`src/hdl/pbpp_pkg.sv`:
```
// Package for the pixel bit-plane packer: payload structs, configuration
// register codes and the queue entry format. No dependencies.
`timescale 1ns / 1ps

package pbpp_pkg;

  localparam int unsigned BYTE_BITS  = 8;
  localparam int unsigned MAX_BITS   = 32;
  localparam int unsigned NBITS_W    = 6;
  localparam int unsigned BUF_W      = 39;
  localparam int unsigned CNT_W      = 6;
  localparam int unsigned CFG_IDX_W  = 3;
  localparam int unsigned CFG_DATA_W = 4;

  typedef enum logic [CFG_IDX_W-1:0] {
    REG_MODE          = 3'd0,
    REG_CHANNEL_COUNT = 3'd1,
    REG_CHANNEL_0     = 3'd2,
    REG_CHANNEL_1     = 3'd3,
    REG_CHANNEL_2     = 3'd4,
    REG_CHANNEL_3     = 3'd5,
    REG_BITS_PER_CHAN = 3'd6,
    REG_PLANE_BIT     = 3'd7
  } cfg_reg_e;

  localparam logic MODE_PLANE    = 1'b0;
  localparam logic MODE_LOW_BITS = 1'b1;

  typedef struct packed {
    logic [7:0] red;
    logic [7:0] green;
    logic [7:0] blue;
    logic [7:0] alpha;
    logic       last_pixel;
  } pixel_t;

  typedef struct packed {
    logic [7:0] packed_byte;
    logic       last_byte;
  } result_t;

  typedef struct packed {
    logic       mode;
    logic [2:0] channel_count;
    logic [1:0] channel_0;
    logic [1:0] channel_1;
    logic [1:0] channel_2;
    logic [1:0] channel_3;
    logic [3:0] bits_per_channel;
    logic [2:0] plane_bit;
  } cfg_t;

  typedef struct packed {
    logic [MAX_BITS-1:0] bits;
    logic [NBITS_W-1:0]  nbits;
    logic                last;
  } entry_t;

  function automatic logic [7:0] pick_channel(pixel_t p, logic [1:0] sel);
    logic [7:0] v;
    case (sel)
      2'd0:    v = p.red;
      2'd1:    v = p.green;
      2'd2:    v = p.blue;
      default: v = p.alpha;
    endcase
    return v;
  endfunction

endpackage

```
`src/hdl/pixel_bit_plane_packer_top.sv`:
```
// The first byte of a pixel is registered in the queue and then in the back
// part's output register. Throughput: one byte beat per cycle while
// result_stall is low, from the back part's single output path. Reset
// restores register defaults, empties the queue and drops pending bits.
// Depends on pbpp_pkg, pbpp_front, pbpp_fifo, pbpp_back.
`timescale 1ns / 1ps

module pixel_bit_plane_packer_top #(
  parameter int unsigned QUEUE_DEPTH = 4
) (
  input  logic                                 clk,
  input  logic                                 rst,
  input  logic                                 pixel_valid,
  output logic                                 pixel_stall,
  input  pbpp_pkg::pixel_t                     pixel,
  output logic                                 result_valid,
  input  logic                                 result_stall,
  output pbpp_pkg::result_t                    result,
  input  logic                                 cfg_write,
  input  logic [pbpp_pkg::CFG_IDX_W-1:0]       cfg_index,
  input  logic [pbpp_pkg::CFG_DATA_W-1:0]      cfg_data
);
  import pbpp_pkg::*;

  cfg_t   cfg;
  entry_t front_entry;
  entry_t q_entry;
  logic   q_full;
  logic   q_valid;
  logic   q_pop;
  logic   push;

  always_ff @(posedge clk) begin
    if (rst) begin
      cfg.mode             <= MODE_LOW_BITS;
      cfg.channel_count    <= 3'd3;
      cfg.channel_0        <= 2'd0;
      cfg.channel_1        <= 2'd1;
      cfg.channel_2        <= 2'd2;
      cfg.channel_3        <= 2'd3;
      cfg.bits_per_channel <= 4'd1;
      cfg.plane_bit        <= 3'd0;
    end else if (cfg_write) begin
      case (cfg_reg_e'(cfg_index))
        REG_MODE:          cfg.mode             <= cfg_data[0];
        REG_CHANNEL_COUNT: cfg.channel_count    <= cfg_data[2:0];
        REG_CHANNEL_0:     cfg.channel_0        <= cfg_data[1:0];
        REG_CHANNEL_1:     cfg.channel_1        <= cfg_data[1:0];
        REG_CHANNEL_2:     cfg.channel_2        <= cfg_data[1:0];
        REG_CHANNEL_3:     cfg.channel_3        <= cfg_data[1:0];
        REG_BITS_PER_CHAN: cfg.bits_per_channel <= cfg_data[3:0];
        REG_PLANE_BIT:     cfg.plane_bit        <= cfg_data[2:0];
        default: begin
        end
      endcase
    end
  end

  assign pixel_stall = q_full;
  assign push        = pixel_valid && !q_full;

  pbpp_front u_front (
    .cfg   (cfg),
    .pixel (pixel),
    .entry (front_entry)
  );

  pbpp_fifo #(
    .DEPTH (QUEUE_DEPTH)
  ) u_fifo (
    .clk       (clk),
    .rst       (rst),
    .push      (push),
    .push_data (front_entry),
    .full      (q_full),
    .pop       (q_pop),
    .pop_data  (q_entry),
    .not_empty (q_valid)
  );

  pbpp_back u_back (
    .clk          (clk),
    .rst          (rst),
    .q_entry      (q_entry),
    .q_valid      (q_valid),
    .q_pop        (q_pop),
    .result_valid (result_valid),
    .result_stall (result_stall),
    .result       (result)
  );

endmodule

```
`src/hdl/pbpp_front.sv`:
```
// Front part of the packer: extracts the bit stream of one pixel into a
// right-aligned word with its bit count. Depends on pbpp_pkg.
`timescale 1ns / 1ps

module pbpp_front (
  input  pbpp_pkg::cfg_t   cfg,
  input  pbpp_pkg::pixel_t pixel,
  output pbpp_pkg::entry_t entry
);
  import pbpp_pkg::*;

  logic [2:0]          cnt;
  logic [3:0]          nb;
  logic [7:0]          mask;
  logic [1:0]          sel [4];
  logic [MAX_BITS-1:0] word;
  logic [7:0]          plane_src;

  assign sel[0] = cfg.channel_0;
  assign sel[1] = cfg.channel_1;
  assign sel[2] = cfg.channel_2;
  assign sel[3] = cfg.channel_3;

  always_comb begin
    cnt = cfg.channel_count;
    if (cnt == 3'd0) begin
      cnt = 3'd1;
    end else if (cnt > 3'd4) begin
      cnt = 3'd4;
    end
    nb = cfg.bits_per_channel;
    if (nb == 4'd0) begin
      nb = 4'd1;
    end else if (nb > 4'd8) begin
      nb = 4'd8;
    end
    mask = 8'hFF >> (4'd8 - nb);
    word = '0;
    for (int s = 0; s < 4; s++) begin
      if (3'(s) < cnt) begin
        word = (word << nb) | MAX_BITS'(pick_channel(pixel, sel[s]) & mask);
      end
    end
    plane_src = pick_channel(pixel, cfg.channel_0) >> cfg.plane_bit;
    entry.last = pixel.last_pixel;
    if (cfg.mode == MODE_PLANE) begin
      entry.bits  = MAX_BITS'(plane_src[0]);
      entry.nbits = NBITS_W'(1);
    end else begin
      entry.bits  = word;
      entry.nbits = NBITS_W'(cnt) * NBITS_W'(nb);
    end
  end

endmodule

```
`src/hdl/pbpp_fifo.sv`:
```
// Short queue between the front and back parts of the packer.
// Depends on pbpp_pkg for the entry type.
`timescale 1ns / 1ps

module pbpp_fifo #(
  parameter int unsigned DEPTH = 4
) (
  input  logic             clk,
  input  logic             rst,
  input  logic             push,
  input  pbpp_pkg::entry_t push_data,
  output logic             full,
  input  logic             pop,
  output pbpp_pkg::entry_t pop_data,
  output logic             not_empty
);
  import pbpp_pkg::*;

  localparam int unsigned AW = (DEPTH > 1) ? $clog2(DEPTH) : 1;
  localparam int unsigned CW = $clog2(DEPTH + 1);

  entry_t          mem [DEPTH];
  logic [AW-1:0]   wr_ptr;
  logic [AW-1:0]   rd_ptr;
  logic [CW-1:0]   fill;

  assign full      = (fill == CW'(DEPTH));
  assign not_empty = (fill != '0);
  assign pop_data  = mem[rd_ptr];

  always_ff @(posedge clk) begin
    if (push) begin
      mem[wr_ptr] <= push_data;
    end
  end

  always_ff @(posedge clk) begin
    if (rst) begin
      wr_ptr <= '0;
      rd_ptr <= '0;
      fill   <= '0;
    end else begin
      if (push) begin
        wr_ptr <= (wr_ptr == AW'(DEPTH - 1)) ? '0 : wr_ptr + 1'b1;
      end
      if (pop) begin
        rd_ptr <= (rd_ptr == AW'(DEPTH - 1)) ? '0 : rd_ptr + 1'b1;
      end
      if (push && !pop) begin
        fill <= fill + 1'b1;
      end else if (pop && !push) begin
        fill <= fill - 1'b1;
      end
    end
  end

endmodule

```
`src/hdl/pbpp_back.sv`:
```
// Back part of the packer: merges queued bit words with pending bits, emits
// one byte per cycle to the output register unless stalled. Depends on pbpp_pkg.
`timescale 1ns / 1ps

module pbpp_back (
  input  logic              clk,
  input  logic              rst,
  input  pbpp_pkg::entry_t  q_entry,
  input  logic              q_valid,
  output logic              q_pop,
  output logic              result_valid,
  input  logic              result_stall,
  output pbpp_pkg::result_t result
);
  import pbpp_pkg::*;

  logic [BUF_W-1:0] bitbuf;
  logic [CNT_W-1:0] bit_cnt;
  logic             flush_pend;

  logic [BUF_W-1:0] bitbuf_next;
  logic [CNT_W-1:0] bit_cnt_next;
  logic             flush_pend_next;

  logic [BUF_W-1:0] vbuf;
  logic [CNT_W-1:0] vcnt;
  logic             vlast;
  logic             load;
  logic             can_emit;
  logic             emit;
  logic [7:0]       byte_val;
  logic             byte_last;

  always_comb begin
    load     = (bit_cnt < CNT_W'(BYTE_BITS)) && !flush_pend && q_valid;
    q_pop    = load;
    can_emit = !result_valid || !result_stall;
    if (load) begin
      vbuf  = (bitbuf << q_entry.nbits) | BUF_W'(q_entry.bits);
      vcnt  = bit_cnt + CNT_W'(q_entry.nbits);
      vlast = q_entry.last;
    end else begin
      vbuf  = bitbuf;
      vcnt  = bit_cnt;
      vlast = flush_pend;
    end
    emit            = can_emit && ((vcnt >= CNT_W'(BYTE_BITS)) || (vlast && vcnt != '0));
    bitbuf_next     = vbuf;
    bit_cnt_next    = vcnt;
    flush_pend_next = vlast;
    byte_val        = '0;
    byte_last       = 1'b0;
    if (vcnt >= CNT_W'(BYTE_BITS)) begin
      byte_val  = 8'(vbuf >> (vcnt - CNT_W'(BYTE_BITS)));
      byte_last = vlast && (vcnt == CNT_W'(BYTE_BITS));
      if (emit) begin
        bit_cnt_next    = vcnt - CNT_W'(BYTE_BITS);
        flush_pend_next = vlast && (vcnt != CNT_W'(BYTE_BITS));
      end
    end else begin
      byte_val  = vbuf[7:0] << (4'd8 - vcnt[3:0]);
      byte_last = 1'b1;
      if (emit || (vlast && vcnt == '0)) begin
        bit_cnt_next    = '0;
        flush_pend_next = 1'b0;
      end
    end
  end

  always_ff @(posedge clk) begin
    bitbuf <= bitbuf_next;
    if (emit) begin
      result.packed_byte <= byte_val;
      result.last_byte   <= byte_last;
    end
  end

  always_ff @(posedge clk) begin
    if (rst) begin
      bit_cnt      <= '0;
      flush_pend   <= 1'b0;
      result_valid <= 1'b0;
    end else begin
      bit_cnt    <= bit_cnt_next;
      flush_pend <= flush_pend_next;
      if (can_emit) begin
        result_valid <= emit;
      end
    end
  end

  a_cnt_bound: assert property (@(posedge clk) disable iff (rst)
    bit_cnt <= CNT_W'(BUF_W))
    else $error("bit count exceeds buffer width");

  a_last_clears: assert property (@(posedge clk) disable iff (rst)
    emit && byte_last |=> bit_cnt == '0 && !flush_pend)
    else $error("state not cleared after final beat");

  a_flush_done: assert property (@(posedge clk) disable iff (rst)
    flush_pend && bit_cnt == '0 |=> !flush_pend)
    else $error("empty flush did not retire");

endmodule
```
`config.mk`:
```
export PLATFORM = sky130hd
export DESIGN_NAME = pixel_bit_plane_packer_top
export DESIGN_NICKNAME = d
export VERILOG_FILES = /design/src/hdl/pbpp_pkg.sv /design/src/hdl/pixel_bit_plane_packer_top.sv /design/src/hdl/pbpp_front.sv /design/src/hdl/pbpp_fifo.sv /design/src/hdl/pbpp_back.sv
export SDC_FILE = /design/constraint.sdc
export NUM_CORES = 1
export LEC_CHECK = 0
export ABC_AREA = 0
export BUFFER_PORTS_ARGS = -buffer_cell sky130_fd_sc_hd__buf_4
export CAP_MARGIN = 20
export CELL_PAD_IN_SITES_DETAIL_PLACEMENT = 0
export CELL_PAD_IN_SITES_GLOBAL_PLACEMENT = 1
export CORE_ASPECT_RATIO = 1.1
export CORE_MARGIN = 2
export CORE_UTILIZATION = 35
export CTS_CLUSTER_DIAMETER = 120
export DETAILED_ROUTE_END_ITERATION = 6
export PLACE_DENSITY_LB_ADDON = 0.1
export SYNTH_ARGS = -nofsm -noshare
export SYNTH_HDL_FRONTEND = slang
export SYNTH_HIERARCHICAL = 1
export SYNTH_SLANG_ARGS = --single-unit
```
`constraint.sdc`:
```
create_clock -name clk -period 7.55 [get_ports clk]
set_input_delay 1.51 -clock clk [delete_from_list [all_inputs] [get_ports clk]]
set_output_delay 1.51 -clock clk [all_outputs]
set_load 0.02 [all_outputs]
```
==> results.md, run 1 <==
* Drt drc at 0
* Commonest cells after routing, fill and taps aside: edfxtp_1 (165), nor2_1 (162), nand2_1 (148)
* CP peak stage delay at 1030 ps
* # nets final at between 1.5k and 2k
* Maximum ir drop on the vdd rail at approximately 0.27 mV
* Mapped Area at between 15000 and 20000 µm²
* Syn_area_per_cell at ~10 µm²
* # Max-Cap Violations at 0
* Share of layout cells above drive strength 1 at 0.188
* Post-synth top area cell: edfxtp_1
* R2r endpoint: u_fifo/mem[1][17]$_DFFE_PP_
* Setup tns final at 0 ps
* Die Y at about 250 µm
* Fill cells at 5217
* Core Rows at just under 90
* Worst Hold Slack at ~500 ps
* CP Launch Type: flop
* RSZ-0062 raised after global routing: no
* Slew Limit Fails at 0
* Levels on crit path at 15
* Total gr overflow at 0
* First-pass GRT wire length at 110000 µm
* Status: finished clean
* Worst path top cell family by delay: compound AO/OA/AOI/OAI gates
* Clock net sink count at 240
* Worst slew margin at 0.227
* DRT Pass-1 Iters at 5
* Largest net degree at the start of global routing at 49
* Die width at around 220 µm
* # resized after CTS at 0
* Final Instance Area at between 20000 and 25000 µm²
* CTS max path bufs at 3
* Syn Inst Count at between 1.5k and 2k
* H-tree depth at 1
* Reg-to-reg critical path startpoint: cfg[4]$_SDFFE_PP0P_
* Initial Utilization at 0.354
* Fin Clk Skew at about 17 ps
* Crit path time final at approximately 6000 ps
* Setup ws final at approximately 1500 ps
* Vias in the first global route at around 16k
* Worst EP arrival at between 6000 and 7000 ps
* Setup bufs post-CTS at 0
* Hold path startpoint: cfg[2]$_SDFFE_PP0P_
* Commonest non-fill, non-tap cell in the layout: edfxtp_1
* Routed wire length at between 70000 and 80000 µm
* CP Buf/Inv Count at 2
* Total power at ~9.5 mW
* Critical Path Start: cfg[4]$_SDFFE_PP0P_
* Top FF cell, synth: edfxtp_1
* Clock latency on the worst-skew pair at between 500 and 600 ps
* Slowest-stage cell, CP: xnor2_1
* Vias per cell at 6.53
* Buffers on Ports at 55
* DP Wirelength at 54700 µm
* Netlist cell types at approximately 110
* Net Count, Synth at ~1.9k
* Hold Crit Class: flop to flop
* Seq cells post-synth at between 200 and 250
* Core region area at approximately 52000 µm²
* Post-place instance area at 19500 µm²
* Crit path max fanout at 30
* Crit end category: flop
* Synthesis-to-finish area growth at 10.4%
* Async S/R FF share, synth at 0
* Share of the synthesized area in the top cell type at 0.267
* Mean routed wirelength per cell at roughly 29 µm
* Synth area leaders: edfxtp_1 (27%), mux4_2 (13%), dfxtp_1 (8.1%)
* Final hold vios at 0
* Worst-Margin Slew at 1150 ps
* Initial DRC count at around 1.6k
* CTS tree: done
* Hold Buf Count CTS at 0
* Clock slew at reported path FFs at around 60 ps
* Period utilization at 0.799
* Pre-CTS setup slack at 1690 ps
* PD cells at roughly 460 nW/µm²
* Kind of critical path: flop to flop
* GPL Wtd Cong at approximately 0.97
* I/O pin total at 56
* Reg2reg setup slack at around 1500 ps
* Number of synthesized flops with an enable pin at around 170
* Fmax at 166 MHz
* Root buffer cell: clkbuf_16
* R2R depth at 15
* Crit-path cells: buf_4 -> o21ba_1 -> nor2_8 -> inv_2 -> ha_1 -> xnor2_1 -> a31oi_1 -> o311ai_1 -> o211ai_1 -> o21a_1 -> a21oi_1 -> a21oi_1 -> o21ai_1 -> o221ai_1 -> nor3b_1
* Vias at between 15k and 20k
* Count of final setup violators at 0
* Syn. warnings at 6
* Leak at 7.18 nW
* Top cell by count, worst path: a21oi_1
* DRT antenna net count at 0
* Gr usage total at 0.264
* Worst Setup EP: u_fifo/mem[1][17]$_DFFE_PP_
* Initial antenna violation count at 0
* Num CTS Buffers at 29
* Die area at 54900 µm²
* Seq/Total Area, Yosys at 0.348
* Crit path required time at ~8000 ps
worst min-delay path: stages, from the launching register on:
cell	delay (ps)
dfxtp_1	320
nand2b_1	70
mux2i_1	60
cells in the mapped netlist, types with 27 or more instances:
master / number
a211oi_1: 28
a21oi_1: 75
buf_2: 32
clkbuf_1: 78
dfxtp_1: 75
edfxtp_1: 165
inv_1: 50
mux2_2: 31
mux2i_1: 87
mux4_2: 110
nand2_1: 148
nand2b_1: 30
nand3_1: 46
nor2_1: 162
nor3_1: 35
o211ai_1: 28
o21ai_0: 110
o22ai_1: 27
area by class of cell:
class / instances / area [µm²] / area share
multi-input cells: 1404 / 11200 / 0.548
flip-flops and latches: 240 / 6460 / 0.315
well taps: 675 / 845 / 0.0412
clock buffers: 36 / 792 / 0.0387
repair buffers: 98 / 736 / 0.0359
inverters: 59 / 221 / 0.0108
clock inverters: 17 / 205 / 0.0100
diodes: 1 / 2.50 / 0.000122
flip-flops by register name (all words and copies together) (netlist names), named ones only:
| register | flops |
|---|---|
| u_fifo/mem | 156 |
| u_back/bitbuf | 39 |
| cfg | 19 |
| u_back/result | 9 |
| u_back/bit_cnt | 6 |
| u_fifo/fill | 3 |
| u_fifo/rd_ptr | 2 |
| u_fifo/wr_ptr | 2 |
| u_back/flush_pend | 1 |
| u_back/result_valid | 1 |
routing by layer:
metal / up-vias / wire length (µm) / track usage
met5: - / 0 / 0
met3: 198 / 3960 / 0.0268
li1: 7298 / - / -
met2: 784 / 36400 / 0.463
met4: 0 / 4460 / 0.149
met1: 8242 / 28800 / 0.317
logic make-up after synthesis:
kind of cell / share of synthesized area
XOR/XNOR: 0.00607
adder cells (fa/ha/maj): 0.0195
AO/OA/AOI/OAI: 0.214
buffers and inverters: 0.0485
AND/OR/NAND/NOR: 0.154
flip-flops: 0.348
multiplexers: 0.210
through the flow:
stage	std cells	util
after floorplan	1848	-
after global placement	2476	0.372
after detailed placement	2476	0.372
after CTS	2529	0.391
after global routing	2529	0.391
final	2530	0.391
where the power goes:
part / internal, mW / switching [mW] / total (mW)
Clock: 0.882 / 0.567 / 1.45
Combinational: 2.23 / 3.81 / 6.04
Sequential: 1.73 / 0.274 / 2.00
Total: 4.84 / 4.65 / 9.49
worst min-delay path by stage:
stage                                  endpoint  cells after the start
floorplan                   cfg[6]$_SDFFE_PP0P_                      2
global placement    u_fifo/fill[2]$_SDFFE_PP0P_                      2
detailed placement          cfg[2]$_SDFFE_PP0P_                      2
CTS                         cfg[2]$_SDFFE_PP0P_                      2
global route                cfg[2]$_SDFFE_PP0P_                      2
finish                      cfg[2]$_SDFFE_PP0P_                      2
Note: power is estimated with default switching activity, not from simulation.
==> run 2: changes to the inputs <==
==> constraint.sdc (replaced) <==
create_clock -name clk -period 5.3 [get_ports clk]
set_input_delay 1.06 -clock clk [delete_from_list [all_inputs] [get_ports clk]]
set_output_delay 1.06 -clock clk [all_outputs]
set_load 0.02 [all_outputs]
==> results.md, run 2 (same netlist as run 1, synthesis figures left out) <==
* CTS max path bufs at 3 (unchanged)
* Initial antenna violation count at 0 (unchanged)
* # Max-Cap Violations at 0 (unchanged)
* Hold Crit Class: flop to flop
* Net Sw Frac at 0.490 (about the same)
* Clock net sink count at 240 (unchanged)
* Final core utilization at 0.398 (+0.00659)
* Power share of the clock group at 0.140 (-0.013)
* Vias in the first global route at 16.8k (+2.2%)
* Kind of critical path: flop to flop
* Seq pwr share at 0.207 (-0.004)
* Routed wire length at 76100 µm (+3.3%)
* I/O pin total at 56 (unchanged)
* Synthesis-to-finish area growth at 12.3%
* Reg with most FFs: u_fifo/mem
* Die width at 224 µm (unchanged)
* Worst-Margin Slew at 1010 ps (-137 ps)
* Period utilization at 0.916 (+0.117)
* Vias per cell at 6.36 (-2.6%)
* Fin Clk Skew at 19.3 ps (+2.03 ps)
* Top Registers: u_fifo/mem (156), u_back/bitbuf (39), cfg (19)
* First-pass GRT wire length at 113000 µm (+3.5%)
* PD cells at 656 nW/µm² (+42%)
* Status: finished clean
* Fill cells at 5228 (+0.21%)
* P_sw at 6.70 mW (+44%)
* Crit path required time at 5560 ps (-2270 ps)
* CP Launch Type: flop
* Initial Utilization at 0.354 (unchanged)
* Worst slew margin at 0.318 (+0.0909)
* Crit path time final at 4860 ps (-1180 ps)
* CTS tree: done
* Die Y at 246 µm (unchanged)
* Core Rows at 88 (unchanged)
* Root buffer cell: clkbuf_16
* Setup tns final at 0 ps (unchanged)
* Count of final setup violators at 0 (unchanged)
* Maximum ir drop on the vdd rail at 0.262 mV (-2.0%)
* GPL Wtd Cong at 0.968 (-0.59%)
* Fmax at 206 MHz (+24%)
* Crit path max fanout at 10 (-67%)
* Drt drc at 0 (unchanged)
* RSZ-0062 raised after global routing: no
* Final hold vios at 0 (unchanged)
* Slew Limit Fails at 0 (unchanged)
* Mean routed wirelength per cell at 29.5 µm (+1.2%)
* H-tree depth at 1 (unchanged)
* Core region area at 52400 µm² (unchanged)
* DRT Pass-1 Iters at 5 (unchanged)
* Die area at 54900 µm² (unchanged)
* Initial DRC count at 1513 (-7.9%)
* Leak at 7.41 nW (+3.2%)
* Int Power at 6.98 mW (+44%)
* Clock slew at reported path FFs at 60 ps (about the same)
* # diodes at 0 (-1)
* Crit end category: flop
* Commonest cells after routing, fill and taps aside: edfxtp_1 (165), nor2_1 (162), nand2_1 (148)
* Max reg flops at 156 (unchanged)
* Largest net degree at the start of global routing at 63 (+29%)
* Hold Buf Count CTS at 0 (unchanged)
* Buffers on Ports at 55 (unchanged)
* Num CTS Buffers at 28 (-3.4%)
* DRT antenna net count at 0 (unchanged)
* Clock latency on the worst-skew pair at 560 ps (about the same)
* Share of layout cells above drive strength 1 at 0.206 (+0.0179)
* Commonest non-fill, non-tap cell in the layout: edfxtp_1
* DP Wirelength at 58100 µm (+6.1%)
* Worst EP arrival at 5120 ps (-1190 ps)
* Total gr overflow at 0 (unchanged)
* Gr usage total at 0.275 (+0.0116)
* Comb pwr share at 0.653 (+0.017)
* # nets final at 1955 (+2.7%)
* Vias at 16.4k (-0.59%)
==> run 2: worst max-delay path, stage by stage, from the launching register on <==
cell       delay [ps]
dfxtp_2           440
mux4_2            620
buf_4             220
mux4_2            570
mux4_2            540
a211o_1           350
a21oi_1           410
o22ai_1           210
mux2i_1           290
nor2_1             70
a2111oi_0         620
o311ai_1          230
==> run 2: power by group through the flow <==
stage	Sequential (mW)	Combinational, mW	Clock, mW
after global placement	2.86	8.92	0
final	2.84	8.93	1.92
after detailed placement	2.87	8.82	0
after global routing	2.87	9.60	2.05
after floorplan	2.74	5.97	0
after CTS	2.83	8.86	1.97
==> run 2: repair_timing <==
action | 4_1_cts | 5_1_grt
buffers inserted | 0 | 0
endpoints found under the hold margin | 0 | 0
gates resized for setup | 0 | 1
endpoints found under the setup margin | 0 | 1
==> run 2: layer usage <==
| layer | share of wire | vias to the layer above | GRT usage |
|---|---|---|---|
| met5 | 0 | - | 0 |
| met4 | 0.059 | 0 | 0.147 |
| met3 | 0.042 | 194 | 0.0264 |
| met2 | 0.50 | 646 | 0.489 |
| met1 | 0.40 | 8209 | 0.330 |
| li1 | - | 7375 | - |
==> run 2: final timing paths <==
kind	from	cells after the start	end	slack, ps
setup / recovery	flop	11	u_back/result[7]$_DFFE_PP_	440
hold / removal	cfg[17]$_SDFFE_PP0P_	2	cfg[17]$_SDFFE_PP0P_	480
setup reg to reg	flop	11	u_back/result[7]$_DFFE_PP_	440
hold reg to reg	cfg[17]$_SDFFE_PP0P_	2	cfg[17]$_SDFFE_PP0P_	480
==> run 2: metrics by stage <==
step	cell area [µm²]	power (mW)	worst slack (ps)	cells	hold WS, ps
after global placement	19900	11.8	237	2529	472
after detailed placement	19900	11.7	314	2529	465
after global routing	20800	14.5	128	2581	513
after CTS	20800	13.7	274	2581	478
final	20800	13.7	445	2581	477
after floorplan	18600	8.71	219	1848	445
==> run 2: area by class of cell <==
| type | instances | area (µm²) | share of cell area |
|---|---|---|---|
| multi-input combinational | 1404 | 11200 | 0.539 |
| sequential | 240 | 6460 | 0.310 |
| timing repair buffer | 151 | 1170 | 0.0564 |
| tap | 675 | 845 | 0.0405 |
| clock buffer | 43 | 808 | 0.0388 |
| inverter | 59 | 221 | 0.0106 |
| clock inverter | 9 | 101 | 0.00486 |
==> run 3: changes to the inputs <==
--- a/config.mk
+++ b/config.mk
@@ -12,7 +12,7 @@
 export CELL_PAD_IN_SITES_GLOBAL_PLACEMENT = 1
 export CORE_ASPECT_RATIO = 1.1
 export CORE_MARGIN = 2
-export CORE_UTILIZATION = 35
+export CORE_UTILIZATION = 45
 export CTS_CLUSTER_DIAMETER = 120
 export DETAILED_ROUTE_END_ITERATION = 6
 export PLACE_DENSITY_LB_ADDON = 0.1
==> results.md, run 3 (same netlist as run 1, synthesis figures left out) <==
* Slew Limit Fails at 0 (unchanged)
* Setup bufs post-CTS at 0 (unchanged)
* DRT Pass-1 Iters at 6 (+1)
* Largest net degree at the start of global routing at 61 (-3.2%)
* Initial antenna violation count at 0 (unchanged)
* Clock net sink count at 240 (unchanged)
* Leak at 7.40 nW (-0.18%)
* Routed wire length at 75000 µm (-1.4%)
* R2r endpoint: u_back/result[6]$_DFFE_PP_
* CP Buf/Inv Count at 1 (unchanged)
* Final hold vios at 0 (unchanged)
* DP Wirelength at 56100 µm (-3.5%)
* Synthesis-to-finish area growth at 11.0%
* Gr usage total at 0.351 (+0.0758)
* Reg with most FFs: u_fifo/mem
* Crit path time final at 4910 ps (+54.8 ps)
* CTS max path bufs at 3 (unchanged)
* Total gr overflow at 0 (unchanged)
* Comb pwr share at 0.655 (+0.002)
* Placed Instances at 2370 (-6.3%)
* Fin Clk Skew at 40.3 ps (+21.0 ps)
* Buffers on Ports at 55 (unchanged)
* Sequential Area at 6460 µm² (unchanged)
* Vias at 16.9k (+2.9%)
* P_sw at 6.89 mW (+2.8%)
* Die width at 198 µm (-12%)
* # diodes at 0 (unchanged)
* Core region area at 41000 µm² (-22%)
* Worst path top cell family by delay: compound AO/OA/AOI/OAI gates
* # nets final at 1951 (-0.20%)
* Fmax at 204 MHz (-1.1%)
* Kind of critical path: flop to flop
* Clock slew at reported path FFs at 70 ps (about the same)
* Count of final setup violators at 0 (unchanged)
* # Max-Cap Violations at 0 (unchanged)
* Worst slew margin at 0.297 (-0.0207)
* Top cell by count, worst path: a221o_1
* Initial Utilization at 0.453 (+0.0987)
* Share of layout cells above drive strength 1 at 0.209 (+0.00306)
* Hold Crit Class: flop to flop
* Worst EP arrival at 5300 ps (+180 ps)
* Clock latency on the worst-skew pair at 590 ps (+30 ps)
* Period utilization at 0.926 (+0.0103)
* Worst-Margin Slew at 1050 ps (+40.4 ps)
* Num CTS Buffers at 28 (unchanged)
* DRT antenna net count at 0 (unchanged)
* Max reg flops at 156 (unchanged)
* Levels on crit path at 11 (unchanged)
* Crit-path cells: buf_4 -> mux4_2 -> nor2b_1 -> nand2b_1 -> or2_1 -> a31oi_1 -> mux2_2 -> a222oi_1 -> a221o_1 -> a221o_1 -> o2111ai_1
* CP Launch Type: flop
* Int Power at 6.84 mW (-2.0%)
* Root buffer cell: clkbuf_16
* R2R depth at 11 (unchanged)
* Die Y at 217 µm (-12%)
* Setup tns final at 0 ps (unchanged)
* Initial DRC count at 1807 (+19%)
* I/O pin total at 56 (unchanged)
* Power share of the clock group at 0.138 (-0.002)
* Area of the multi-input gates at 11200 µm² (about the same)
* PD cells at 666 nW/µm² (+1.5%)
* Commonest non-fill, non-tap cell in the layout: edfxtp_1
* Crit path max fanout at 14 (+4)
* RSZ-0062 raised after global routing: no
* Core Rows at 78 (-11%)
* Finished Layout Cells at 2422 (-6.2%)
* Vias in the first global route at 16.9k (+0.65%)
* Drt drc at 0 (unchanged)
* Slowest-stage cell, CP: mux4_2
* Hold path startpoint: cfg[2]$_SDFFE_PP0P_
* Net Sw Frac at 0.502 (+0.0120)
* Fill cells at 3797 (-27%)
* GPL Wtd Cong at 1.07 (+10%)
* Mean routed wirelength per cell at 31.0 µm (+5.1%)
* Vias per cell at 6.98 (+9.6%)
* Reg2reg setup slack at 390 ps (-50 ps)
* Maximum ir drop on the vdd rail at 0.337 mV (+29%)
* CTS tree: done
* Commonest cells after routing, fill and taps aside: edfxtp_1 (165), nor2_1 (162), nand2_1 (148)
* Seq pwr share at 0.207 (about the same)
* Top Registers: u_fifo/mem (156), u_back/bitbuf (39), cfg (19)
* Crit path required time at 5690 ps (+130 ps)
* Crit end category: flop
* Die area at 42900 µm² (-22%)
* Status: finished clean
* First-pass GRT wire length at 111000 µm (-1.9%)
* Worst Setup EP: u_back/result[6]$_DFFE_PP_
* H-tree depth at 1 (unchanged)
* CP peak stage delay at 760 ps (+140 ps)
[run 3: cell types whose count changed in the layout (fill, tap and decap cells not counted), sizes merged]
cell and change:
inv +5, buf -4, clkinv +10, clkinvlp -2
bufinv -1, clkbuf -12
[run 3: cell type report]
type / count / area share
clock buffer: 31 / 0.0350
clock inverter: 21 / 0.00972
inverter: 59 / 0.0108
multi-input combinational: 1404 / 0.545
sequential: 240 / 0.314
tap: 520 / 0.0316
timing repair buffer: 147 / 0.0542
[run 3: timing repair]
| item | in CTS | in global routing |
|---|---|---|
| endpoints found under the setup margin | 0 | 8 |
| hold buffers | 0 | 0 |
| gates resized for setup | 0 | 1 |
[run 3: per-layer routing]
| metal | up-vias | part of all wire | GRT usage |
|---|---|---|---|
| met1 | 8252 | 0.35 | 0.393 |
| met3 | 315 | 0.065 | 0.0465 |
| met4 | 0 | 0.088 | 0.258 |
| li1 | 7389 | - | - |
| met5 | - | 0 | 0 |
| met2 | 940 | 0.49 | 0.613 |
[run 3: through the flow]
stage	power (mW)	hold slack [ps]	utilization	setup WS, ps	instance area (µm²)
finish	13.7	501	0.503	390	20600
detailed placement	11.6	498	0.480	481	19700
CTS	13.6	505	0.502	447	20600
global placement	11.7	484	0.480	365	19700
global route	14.4	546	0.503	124	20600
floorplan	8.71	445	-	219	18600
[run 3: worst min-delay path by stage]
stage / slack, ps / end / depth (start not counted)
after floorplan: 450 / cfg[6]$_SDFFE_PP0P_ / 2
after detailed placement: 500 / cfg[2]$_SDFFE_PP0P_ / 2
final: 500 / cfg[2]$_SDFFE_PP0P_ / 2
after global routing: 550 / cfg[2]$_SDFFE_PP0P_ / 2
after global placement: 480 / u_fifo/fill[2]$_SDFFE_PP0P_ / 2
after CTS: 500 / cfg[2]$_SDFFE_PP0P_ / 2
[run 3: tightest hold or removal path, delay by kind of cell (launching register included)]
family	cells	cell delay [ps]
DFF	1	320
muxes	1	60
and+or+nand+nor	1	70
[run 3: power by group through the flow]
stage | clock network, mW | registers [mW] | logic [mW]
after floorplan | 0 | 2.74 | 5.97
after global placement | 0 | 2.86 | 8.81
after detailed placement | 0 | 2.87 | 8.77
after CTS | 1.94 | 2.84 | 8.81
after global routing | 2.02 | 2.88 | 9.52
final | 1.89 | 2.85 | 8.98
